$ cat src/rtl/core/pdtq_pkg.sv
`default_nettype none

package pdtq_pkg;

	localparam int KIND_BITS    = 2;
	localparam int EVICT_BITS   = 2;
	localparam int PORT_PL_BITS = 32;
	localparam int OCC_BITS     = 5;
	localparam int DROP_BITS    = 32;

	localparam logic MODE_PUSH = 1'b0;
	localparam logic MODE_POP  = 1'b1;

	localparam logic [KIND_BITS-1:0] KIND_START   = 2'd0;
	localparam logic [KIND_BITS-1:0] KIND_UPDATE  = 2'd1;
	localparam logic [KIND_BITS-1:0] KIND_END     = 2'd2;
	localparam logic [KIND_BITS-1:0] KIND_REFUSED = 2'd3;

	localparam logic [EVICT_BITS-1:0] EVICT_NONE   = 2'd0;
	localparam logic [EVICT_BITS-1:0] EVICT_UPDATE = 2'd1;
	localparam logic [EVICT_BITS-1:0] EVICT_HEAD   = 2'd2;

endpackage

`default_nettype wire

$ cat src/rtl/core/pdtq_store.sv
`default_nettype none

module pdtq_store #(
	parameter int DEPTH = 16,
	parameter int WIDTH = 34
) (
	input  wire logic                     clk,
	input  wire logic                     wr_en,
	input  wire logic [$clog2(DEPTH)-1:0] wr_addr,
	input  wire logic [WIDTH-1:0]         wr_data,
	input  wire logic                     rd_en,
	input  wire logic [$clog2(DEPTH)-1:0] rd_addr,
	output logic      [WIDTH-1:0]         rd_data
);

	logic [WIDTH-1:0] mem [DEPTH];

	always_ff @(posedge clk) begin
		if (wr_en) begin
			mem[wr_addr] <= wr_data;
		end
	end

	// Read data holds until the next read, so a stalled result can wait on it.
	always_ff @(posedge clk) begin
		if (rd_en) begin
			rd_data <= mem[rd_addr];
		end
	end

endmodule

`default_nettype wire

$ cat src/rtl/core/priority_drop_tx_queue_core.sv
`default_nettype none

// Channel   Direction  Handshake             Beat contents
// input     in         in_valid / in_ready   mode, message_kind, message_payload
// output    out        out_valid / out_ready accepted, evicted, pop_valid, pop_kind,
//                                            pop_payload, occupancy, drop_total
//
// A push that fits, a refused push and a pop of an empty queue complete in EXEC; a pop
// also passes through POP to wait on the registered read of the entry memory. A push into
// a full queue makes one read per entry through the single read port, scans for the
// oldest update and moves the later entries forward as their data returns. Reset clears
// pointers, count and drop counter at once; the entry memory is not cleared. A stalled
// result waits in the output register while the next beat is taken; the block then
// holds in its last step until the register frees.

module priority_drop_tx_queue_core #(
	parameter int QUEUE_DEPTH  = 16,
	parameter int PAYLOAD_BITS = 32
) (
	input  wire logic        clk,
	input  wire logic        arst_n,
	input  wire logic        in_valid,
	output logic             in_ready,
	input  wire logic        mode,
	input  wire logic [1:0]  message_kind,
	input  wire logic [31:0] message_payload,
	output logic             out_valid,
	input  wire logic        out_ready,
	output logic             accepted,
	output logic [1:0]       evicted,
	output logic             pop_valid,
	output logic [1:0]       pop_kind,
	output logic [31:0]      pop_payload,
	output logic [4:0]       occupancy,
	output logic [31:0]      drop_total
);

	localparam int IW = $clog2(QUEUE_DEPTH);
	localparam int SW = IW + 1;
	localparam int CW = $clog2(QUEUE_DEPTH + 1);
	localparam int PW = PAYLOAD_BITS;
	localparam int KB = pdtq_pkg::KIND_BITS;
	localparam int EW = KB + PW;
	localparam int PP = pdtq_pkg::PORT_PL_BITS;
	localparam int OB = pdtq_pkg::OCC_BITS;
	localparam int DB = pdtq_pkg::DROP_BITS;

	typedef enum logic [2:0] {
		ST_IDLE,
		ST_EXEC,
		ST_POP,
		ST_SCAN,
		ST_FINISH
	} state_t;

	state_t state_q;

	logic [IW-1:0] head_q;
	logic [IW-1:0] tail_q;
	logic [CW-1:0] count_q;
	logic [DB-1:0] drop_q;

	logic          mode_q;
	logic [KB-1:0] kind_q;
	logic [PW-1:0] payload_q;

	logic [CW-1:0] rd_k_q;
	logic          found_q;
	logic          v_s1;
	logic [IW-1:0] k_s1;

	logic          out_valid_q;
	logic          accepted_q;
	logic [1:0]    evicted_q;
	logic          pop_valid_q;
	logic [KB-1:0] pop_kind_q;
	logic [PW-1:0] pop_pl_q;

	logic          mem_wr_en;
	logic [IW-1:0] mem_wr_addr;
	logic [EW-1:0] mem_wr_data;
	logic          mem_rd_en;
	logic [IW-1:0] mem_rd_addr;
	logic [EW-1:0] mem_rd_data;

	logic          can_emit;
	logic          emit_now;
	logic          full;
	logic          push_ok;
	logic          scan_done;
	logic [IW-1:0] tail_dec;
	logic [IW-1:0] tail_inc;
	logic [IW-1:0] head_inc;
	logic [KB-1:0] rd_kind;
	logic [PW-1:0] rd_pl;
	logic [PW+PP-1:0] pl_in_ext;
	logic [PW+PP-1:0] pl_out_ext;
	logic [CW+OB-1:0] occ_ext;

	function automatic logic [IW-1:0] ring_add(input logic [IW-1:0] base,
	                                           input logic [IW-1:0] off);
		logic [SW-1:0] s;
		s = {1'b0, base} + {1'b0, off};
		if (s >= SW'(QUEUE_DEPTH)) begin
			s = s - SW'(QUEUE_DEPTH);
		end
		return s[IW-1:0];
	endfunction

	assign can_emit  = !out_valid_q || out_ready;
	assign full      = (count_q == CW'(QUEUE_DEPTH));
	assign push_ok   = (kind_q != pdtq_pkg::KIND_REFUSED);
	assign scan_done = (rd_k_q == CW'(QUEUE_DEPTH)) && !v_s1;
	assign tail_dec  = (tail_q == '0) ? IW'(QUEUE_DEPTH - 1) : tail_q - IW'(1);
	assign tail_inc  = ring_add(tail_q, IW'(1));
	assign head_inc  = ring_add(head_q, IW'(1));
	assign rd_kind   = mem_rd_data[EW-1:PW];
	assign rd_pl     = mem_rd_data[PW-1:0];

	// A new result is loaded this cycle, so the output register stays valid.
	assign emit_now = can_emit && (((state_q == ST_EXEC)
		&& !(mode_q == pdtq_pkg::MODE_PUSH && push_ok && full)
		&& !(mode_q == pdtq_pkg::MODE_POP && count_q != '0))
		|| (state_q == ST_POP) || (state_q == ST_FINISH));

	assign pl_in_ext  = {{PW{1'b0}}, message_payload};
	assign pl_out_ext = {{PP{1'b0}}, pop_pl_q};
	assign occ_ext    = {{OB{1'b0}}, count_q};

	assign in_ready    = (state_q == ST_IDLE);
	assign out_valid   = out_valid_q;
	assign accepted    = accepted_q;
	assign evicted     = evicted_q;
	assign pop_valid   = pop_valid_q;
	assign pop_kind    = pop_kind_q;
	assign pop_payload = pl_out_ext[PP-1:0];
	assign occupancy   = occ_ext[OB-1:0];
	assign drop_total  = drop_q;

	always_comb begin
		mem_wr_en   = 1'b0;
		mem_wr_addr = tail_q;
		mem_wr_data = {kind_q, payload_q};
		mem_rd_en   = 1'b0;
		mem_rd_addr = head_q;
		unique case (state_q)
			ST_EXEC: begin
				if (mode_q == pdtq_pkg::MODE_PUSH) begin
					mem_wr_en = push_ok && !full && can_emit;
				end else begin
					mem_rd_en = (count_q != '0);
				end
			end
			ST_SCAN: begin
				mem_rd_en   = (rd_k_q != CW'(QUEUE_DEPTH));
				mem_rd_addr = ring_add(head_q, rd_k_q[IW-1:0]);
				// Entries after the evicted update move one place toward the head.
				mem_wr_en   = v_s1 && found_q;
				mem_wr_addr = ring_add(head_q, k_s1 - IW'(1));
				mem_wr_data = mem_rd_data;
			end
			ST_FINISH: begin
				mem_wr_en   = can_emit;
				mem_wr_addr = found_q ? tail_dec : tail_q;
			end
			default: begin
			end
		endcase
	end

	pdtq_store #(
		.DEPTH (QUEUE_DEPTH),
		.WIDTH (EW)
	) u_store (
		.clk     (clk),
		.wr_en   (mem_wr_en),
		.wr_addr (mem_wr_addr),
		.wr_data (mem_wr_data),
		.rd_en   (mem_rd_en),
		.rd_addr (mem_rd_addr),
		.rd_data (mem_rd_data)
	);

	always_ff @(posedge clk or negedge arst_n) begin
		if (!arst_n) begin
			state_q     <= ST_IDLE;
			head_q      <= '0;
			tail_q      <= '0;
			count_q     <= '0;
			drop_q      <= '0;
			mode_q      <= pdtq_pkg::MODE_PUSH;
			kind_q      <= pdtq_pkg::KIND_START;
			payload_q   <= '0;
			rd_k_q      <= '0;
			found_q     <= 1'b0;
			v_s1        <= 1'b0;
			k_s1        <= '0;
			out_valid_q <= 1'b0;
			accepted_q  <= 1'b0;
			evicted_q   <= pdtq_pkg::EVICT_NONE;
			pop_valid_q <= 1'b0;
			pop_kind_q  <= pdtq_pkg::KIND_START;
			pop_pl_q    <= '0;
		end else begin
			if (out_valid_q && out_ready && !emit_now) begin
				out_valid_q <= 1'b0;
			end
			unique case (state_q)
				ST_IDLE: begin
					if (in_valid) begin
						mode_q    <= mode;
						kind_q    <= message_kind;
						payload_q <= pl_in_ext[PW-1:0];
						state_q   <= ST_EXEC;
					end
				end
				ST_EXEC: begin
					if (mode_q == pdtq_pkg::MODE_PUSH && push_ok && full) begin
						rd_k_q  <= '0;
						found_q <= 1'b0;
						v_s1    <= 1'b0;
						state_q <= ST_SCAN;
					end else if (mode_q == pdtq_pkg::MODE_POP && count_q != '0) begin
						state_q <= ST_POP;
					end else if (can_emit) begin
						out_valid_q <= 1'b1;
						accepted_q  <= (mode_q == pdtq_pkg::MODE_PUSH) && push_ok;
						evicted_q   <= pdtq_pkg::EVICT_NONE;
						pop_valid_q <= 1'b0;
						pop_kind_q  <= pdtq_pkg::KIND_START;
						pop_pl_q    <= '0;
						if (mode_q == pdtq_pkg::MODE_PUSH && push_ok) begin
							tail_q  <= tail_inc;
							count_q <= count_q + CW'(1);
						end
						state_q <= ST_IDLE;
					end
				end
				ST_POP: begin
					if (can_emit) begin
						out_valid_q <= 1'b1;
						accepted_q  <= 1'b0;
						evicted_q   <= pdtq_pkg::EVICT_NONE;
						pop_valid_q <= 1'b1;
						pop_kind_q  <= rd_kind;
						pop_pl_q    <= rd_pl;
						head_q      <= head_inc;
						count_q     <= count_q - CW'(1);
						state_q     <= ST_IDLE;
					end
				end
				ST_SCAN: begin
					v_s1 <= mem_rd_en;
					k_s1 <= rd_k_q[IW-1:0];
					if (mem_rd_en) begin
						rd_k_q <= rd_k_q + CW'(1);
					end
					if (v_s1 && !found_q && rd_kind == pdtq_pkg::KIND_UPDATE) begin
						found_q <= 1'b1;
					end
					if (scan_done) begin
						state_q <= ST_FINISH;
					end
				end
				ST_FINISH: begin
					if (can_emit) begin
						out_valid_q <= 1'b1;
						accepted_q  <= 1'b1;
						evicted_q   <= found_q ? pdtq_pkg::EVICT_UPDATE
						                       : pdtq_pkg::EVICT_HEAD;
						pop_valid_q <= 1'b0;
						pop_kind_q  <= pdtq_pkg::KIND_START;
						pop_pl_q    <= '0;
						// With an update gone the tail steps back and forward again;
						// with the head dropped both pointers advance.
						if (!found_q) begin
							head_q <= head_inc;
							tail_q <= tail_inc;
						end
						if (drop_q != '1) begin
							drop_q <= drop_q + DB'(1);
						end
						state_q <= ST_IDLE;
					end
				end
				default: begin
					state_q <= ST_IDLE;
				end
			endcase
		end
	end

endmodule

`default_nettype wire

$ cat config.mk
export PLATFORM = sky130hd
export DESIGN_NAME = priority_drop_tx_queue_core
export DESIGN_NICKNAME = d
export VERILOG_FILES = /design/src/rtl/core/pdtq_pkg.sv /design/src/rtl/core/pdtq_store.sv /design/src/rtl/core/priority_drop_tx_queue_core.sv
export SDC_FILE = /design/constraint.sdc
export NUM_CORES = 1
export LEC_CHECK = 0
export BUFFER_PORTS_ARGS = -buffer_cell sky130_fd_sc_hd__buf_2
export CORE_MARGIN = 5
export CORE_UTILIZATION = 40
export CTS_BUF_LIST = sky130_fd_sc_hd__clkbuf_8
export DETAILED_ROUTE_END_ITERATION = 12
export PLACE_DENSITY = 0.62
export SYNTH_ARGS = -nofsm -noshare
export SYNTH_HDL_FRONTEND = slang
export SYNTH_SLANG_ARGS = --single-unit
$ cat constraint.sdc
create_clock -name clk -period 4.4 [get_ports clk]
set_input_delay 0.22 -clock clk [delete_from_list [all_inputs] [get_ports clk]]
set_output_delay 0.22 -clock clk [all_outputs]
set_load 0.01 [all_outputs]
-- Yosys cells after proc, flatten, opt, wreduce, memory -nomap -nowiden
Memory sizes are Yosys's and may differ from the RTL's. A register that Yosys moved wholly into a read port is not among the register bits.
Cells that the tools add are included.
- memories kept: 1
- input bits: 39
- output and inout bits: 77
- bits in writable memories: 544
- word-level logic and storage cells: 181
- register bits after elaboration: 133
- memories (name ; depth ; width ; rd ports ; clocked after memory_dff ; wr ports ; RTL line ; RTL):
    u_store.mem ; 16 ; 34 ; 1 ; 1 ; 1 ; pdtq_store.sv:16 ; logic [WIDTH-1:0] mem [DEPTH];
- reductions and logical operators: 45
- mux-type cells: 76
- eq/ne operators: 22
- $lt $le $gt $ge: 4
- bitwise gates (word level): 1
- add/subtract/negate cells: 14
- operators by type and width (operator ; number):
    32-bit two-way mux ; 4
    32-bit one-hot mux with 3 select lines ; 1
    4-bit two-way mux ; 16
    5-bit two-way mux ; 7
    34-bit two-way mux ; 1
    32-bit by 1-bit adder with 32-bit output, second input constant ; 1
    32-bit inequality test, second input constant ; 1
    4-bit one-hot mux with 2 select lines ; 3
    4-bit by 1-bit subtractor with 4-bit output, second input constant ; 6
    2-bit inequality test, second input constant ; 11
    5-bit greater-or-equal comparator, second input constant ; 4
    5-bit one-hot mux with 2 select lines ; 2
    1-bit two-way mux ; 18
    2-bit two-way mux ; 9
    3-bit two-way mux ; 5
    1-bit logical AND ; 14
    2-bit one-hot mux with 3 select lines ; 2
    3-bit one-hot mux with 4 select lines ; 1
    4-bit AND reduction ; 3
    6-bit AND reduction ; 2
    4-bit by 1-bit adder with 5-bit output, second input constant ; 2
    4-bit by 4-bit adder with 5-bit output ; 2
    5-bit by 1-bit adder with 5-bit output, second input constant ; 2
    5-bit equality test, second input constant ; 2
    21 further kinds ; 43

-- Depth between registers and ports, before layout
- word-level depth: 16
- gate-level depth with buffers: 12

-- Modules after synthesis
From an unflattened synthesis, not the netlist that was laid out.
- cells, all modules: 1524
- area, all modules: 28043.1 um2
- by module, submodules not included (module ; cells each ; seq. area each (um2) ; area an instance (um2) ; times used):
    pdtq_store ; 888 ; 17356.6 ; 21416.8 ; 1
    priority_drop_tx_queue_core ; 636 ; 3328.2 ; 6626.4 ; 1

-- Worst setup path after synthesis
No wires, ideal clock.
- path kind: register to register
- start point: register k_s1[0]
- end point: memory u_store.mem[7][0], enable pin
- arrival: 3358 ps
- stages on the path, launching flop included: 7
- library setup time: 425 ps
- buffers on the path: 0
- slack: 617 ps
- path through: dfrtp_1 > inv_1 > ha_1 > fa_1 > o221a_2 > or3b_1 > nor2_1
- cells in the longest elaborated chain, start to end: 5
- RTL lines (what ; RTL line ; RTL):
    start: declaration ; priority_drop_tx_queue_core.sv:70 ; logic [IW-1:0] k_s1;
    start signal: assignment ; priority_drop_tx_queue_core.sv:254 ; k_s1 <= rd_k_q[IW-1:0];
    4-bit by 1-bit subtractor with 4-bit output * ; priority_drop_tx_queue_core.sv:159 ; mem_wr_addr = ring_add(head_q, k_s1 - IW'(1));
    4-bit by 4-bit adder with 5-bit output * ; priority_drop_tx_queue_core.sv:103 ; s = {1'b0, base} + {1'b0, off};
    4-bit by 1-bit subtractor with 4-bit output / 5-bit greater-or-equal comparator (equally long branches) ; priority_drop_tx_queue_core.sv:105, priority_drop_tx_queue_core.sv:104 ;
    4-bit two-way mux * ; priority_drop_tx_queue_core.sv:104 ; if (s >= SW'(QUEUE_DEPTH)) begin
    4-bit one-hot mux with 2 select lines * ; priority_drop_tx_queue_core.sv:146 ; unique case (state_q)
    end: declaration ; pdtq_store.sv:16 ;
Every way passes the cells marked *; elsewhere a longest branch is shown, timed or not.

-- Final worst setup path
- start point: register head_q[0]
- end point: register u_store.rd_data[28] (read register of u_store.mem), data pin
- cells in the longest elaborated chain, start to end: 4
- RTL lines (what ; RTL line ; RTL):
    start: declaration ; priority_drop_tx_queue_core.sv:58 ; logic [IW-1:0] head_q;
    start signal: assignment ; priority_drop_tx_queue_core.sv:247 ; head_q <= head_inc;
    start signal: assignment ; priority_drop_tx_queue_core.sv:277 ; head_q <= head_inc;
    4-bit by 4-bit adder with 5-bit output ; priority_drop_tx_queue_core.sv:103 ;
    4-bit by 1-bit subtractor with 4-bit output / 5-bit greater-or-equal comparator (equally long branches) ; priority_drop_tx_queue_core.sv:105, priority_drop_tx_queue_core.sv:104 ;
    4-bit two-way mux ; priority_drop_tx_queue_core.sv:104 ;
    4-bit two-way mux * ; priority_drop_tx_queue_core.sv:146 ;
    end: declaration ; pdtq_store.sv:13 ; output logic [WIDTH-1:0] rd_data
Marks and branches as above.
A chain may end at the register's enable or synchronous reset.

==> impl_metrics.tcl <==
set metrics [dict create \
    status "finished clean" \
    initial_core_util_pct 40.1 \
    seq_power_share_pct 41.4 \
    syn_area_per_cell_sq_um 15.2 \
    post_cts_buffers 0 \
    grt_pass1_wl_microns 109000 \
    synthesis.area_sq_um 28500 \
    cts_made_buffers 111 \
    floorplan.rows 98 \
    worst_slew_pin_slew_ps 977 \
    ys_types 60 \
    setup.worst_path.end_class "flip-flop" \
    min_period_ps 3560 \
    grt_use_met2_pct 30.2 \
    synth_ff_type "edfxtp_1" \
    ys_seq_elements 711 \
    clk_pin_slew_ps 70 \
    slew_viol_final 0 \
    drive_above_1_share_pct 19.2 \
    antenna_found_initial 2 \
    p_leak_nw 12.2 \
    nNetsFinal 2163 \
    slowest_delay_ps 670 \
    async_flop_share_pct 18.7 \
    reg2reg_to "u_store.rd_data[28]" \
    critPathCapture "u_store.rd_data[28]" \
    hold_viol 0 \
    clock_latency_ps 730 \
    max_freq_mhz 281 \
    yosys_warnings 0 \
    io_buffers 115 \
    crit_start "head_q[0]" \
    slew_headroom_pct 34.7 \
    clock_skew_ps 39.4 \
    setup_viol 0 \
    die_h_microns 277 \
    critical_path_class "reg -> reg" \
    r2r-start "head_q[0]" \
    crit_path_top_delay_cell "nor2_4" \
    rsz0062_at_grt "false" \
    dp_hpwl_microns 44000 \
    core_area_sq_um 71100 \
    fin_util_pct 46.6 \
    routabilityCongestion 0.811 \
    busiest_layer "met2" \
    dp_cells 2905 \
    fin_setup_tns_ps 0 \
    cts_tree "built" \
    crit_fanout 47 \
    clockBufferDepth 3 \
    area_growth_pct 16.0 \
    crit_required_ps 4860 \
    grt_overflow_total 0 \
    rrSetupSlack_ps 840 \
    die-area_sq_um 76800 \
    drc_errors 0 \
    vdd_drop_max_mv 0.697 \
    num_io_pins 116 \
    die_x_microns 277 \
    vias_per_cell 5.42 \
    p_int_mw 15.1 \
    synth.yosys.seq_area_share_pct 72.5 \
    swShare_pct 37.3 \
    place_area_sq_um 30700 \
    met3_usage_pct 3.86 \
    cp_cell_sequence "ha_1, inv_1, fa_1, xnor2_1, mux2i_4, buf_4, nor2_4, buf_4, a221o_1, a21oi_1" \
    startpoint_type "flip-flop" \
    instances_no_fill 3147 \
    pwr-share-clk_pct 21.4 \
    critPathArrivalTime_ps 4010 \
    maxCapViolCount 0 \
    synth_cells 1879 \
    grt_pass1_vias 17504 \
    dr.pass1.iters 5 \
    antenna_left 0 \
    grt_util_met1_pct 25.2 \
    wl_microns 72100 \
    grtUsageTotal_pct 18.3 \
    dr_total_vias 17068 \
    grt_max_degree 96 \
    holdCritPathClass "in -> async" \
    worst_path_most_repeated_cell "buf_4" \
    finalCritPeriodShare_pct 80.8 \
    synth_nets 1937 \
    ff2ff_path_depth 10 \
    power_per_cell_area_nw_per_um2 730 \
    finalInstanceArea_sq_um 33100 \
    clkSinkCount 711 \
    synth_edf_count 578 \
    post_drt_wl_per_cell_microns 22.9 \
    cts_root_buf "clkbuf_8" \
    htree_levels 3 \
    drt_iter0_drc 1532 \
    comb_power_share_pct 37.1 \
    hold_ws_ps 185 \
    power_switching_mw 9.02 \
]
-- worst max-delay path, delay by kind of cell, from the launching register on --
| kind | cells | cell delay [ps] |
|---|---|---|
| AOI/OAI and AO/OA | 2 | 330 |
| xor gates and xnor gates | 1 | 360 |
| and+or+nand+nor | 1 | 670 |
| buffers and inverters | 3 | 730 |
| adders and majority gates | 2 | 600 |
| muxes | 1 | 140 |
| DFF | 1 | 480 |
-- through the flow --
step | total power, mW | setup slack [ps]
2_1_floorplan | 15.7 | 617
3_3_place_gp | 19.0 | 855
3_5_place_dp | 19.1 | 829
4_1_cts | 24.3 | 836
5_1_grt | 25.4 | 607
6_report | 24.2 | 844
-- per-layer routing --
metal	vias to the layer above	share of wire (%)	wire [microns]
met5	-	0.0097	7
met4	2	1.8	1280
met3	108	7.1	5120
met2	645	48	34600
met1	8667	43	31100
li1	7646	-	-
-- worst min-delay path by stage --
stage                              startpoint             to  cells past startpoint
after floorplan                        arst_n       accepted                      0
after global placement                 arst_n      out_valid                      1
after detailed placement               arst_n   occupancy[0]                      1
after CTS                              arst_n     evicted[1]                      2
after global routing      message_payload[22]  payload_q[22]                      3
final                                  arst_n     evicted[1]                      2
-- registers in the layout, summed over array words and instances, names as in the netlist, 2 cells and up --
register and cells:
payload_q 32, u_store.rd_data 34, drop_total 32, state_q 3, pop_payload 32, k_s1 4
u_store.mem 544, evicted 2, kind_q 2, occupancy 5, pop_kind 2, head_q 4
tail_q 4, rd_k_q 5
-- kinds of logic (layout without fill, tap and decap cells) --
| group | count (synthesis) | after routing | share of synthesized area, % |
|---|---|---|---|
| flip-flops | 711 | 711 | 72.5 |
| multiplexers | 247 | 247 | 9.20 |
| XOR/XNOR | 50 | 50 | 1.53 |
| AO/OA/AOI/OAI | 328 | 328 | 7.70 |
| buffers and inverters | 115 | 430 | 1.90 |
| AND/OR/NAND/NOR | 409 | 409 | 6.27 |
| other | 0 | 3 | 0 |
| adder cells (fa/ha/maj) | 19 | 19 | 0.912 |
-- power groups by stage --
stage	Sequential, mW	Clock, mW	Combinational, mW
6_report	10.0	5.18	8.97
5_1_grt	10.1	5.62	9.69
4_1_cts	10.0	5.30	9.02
3_5_place_dp	10.1	0	8.95
3_3_place_gp	10.1	0	8.85
2_1_floorplan	9.94	0	5.76
-- Yosys cell counts, types with 3 or more instances --
master,number,area [sq um]
ha_1,16,200
o21ai_1,4,20.0
nor2b_1,5,31.3
mux2_2,73,822
nand4_1,17,106
a21o_1,5,37.5
nand2_1,251,942
and2_1,5,31.3
buf_4,7,52.6
buf_1,11,41.3
fa_1,3,60.1
a31oi_1,3,18.8
edfxtp_1,578,17400
nor4_1,5,31.3
a221o_1,33,330
mux2i_1,136,1360
mux2_1,36,405
a211oi_1,34,255
a21oi_1,112,561
xnor2_1,34,298
o21ai_0,15,75.1
buf_2,20,100
nor3b_1,3,22.5
nor3_1,6,30.0
xor2_1,16,140
inv_1,17,63.8
nor2_1,43,161
dfrtp_1,133,3330
a221oi_1,3,26.3
o22ai_1,69,432
clkbuf_1,52,195
a22o_1,34,298
and3_1,6,37.5
nand2b_1,4,25.0
nand3_1,48,240
buf_6,8,90.1
-- timing repair --
| item | 4_1_cts | 5_1_grt |
|---|---|---|
| hold buffers | 37 | 0 |
| resized for setup | 0 | 0 |
| endpoints found under the hold margin | 131 | 0 |
-- cell usage in the layout, fill, tap and decap left out, types with 4 or more instances in the layout --
master         count
a211oi_1          34
a21o_1             5
a21oi_1          112
a221o_1           33
a22o_1            34
and2_1             4
and3_1             5
buf_12            15
buf_2            114
buf_4             44
clkbuf_8         119
clkinv_1          17
clkinv_2          12
dfrtp_1          133
dlygate4sd3_1     37
edfxtp_1         578
ha_1              16
inv_1             62
mux2_1            35
mux2_2            73
mux2i_1          136
nand2_1          251
nand2b_1           4
nand3_1           48
nand4_1           17
nor2_1            28
nor2_4            15
nor3_1             6
nor4_1             5
o21ai_0           14
o21ai_1            4
o22ai_1           69
xnor2_1           34
xor2_1            15
-- cell type report --
| cell class | instances | area, sq um |
|---|---|---|
| multi-input combinational | 1053 | 7520 |
| inverter | 17 | 63.8 |
| clock inverter | 83 | 429 |
| sequential | 711 | 20700 |
| clock buffer | 119 | 1640 |
| timing repair buffer | 211 | 1580 |
| tap | 950 | 1190 |
| antenna | 3 | 7.51 |
| fill | 6230 | 38000 |
No activity file was read; power rests on OpenSTA's default activity.
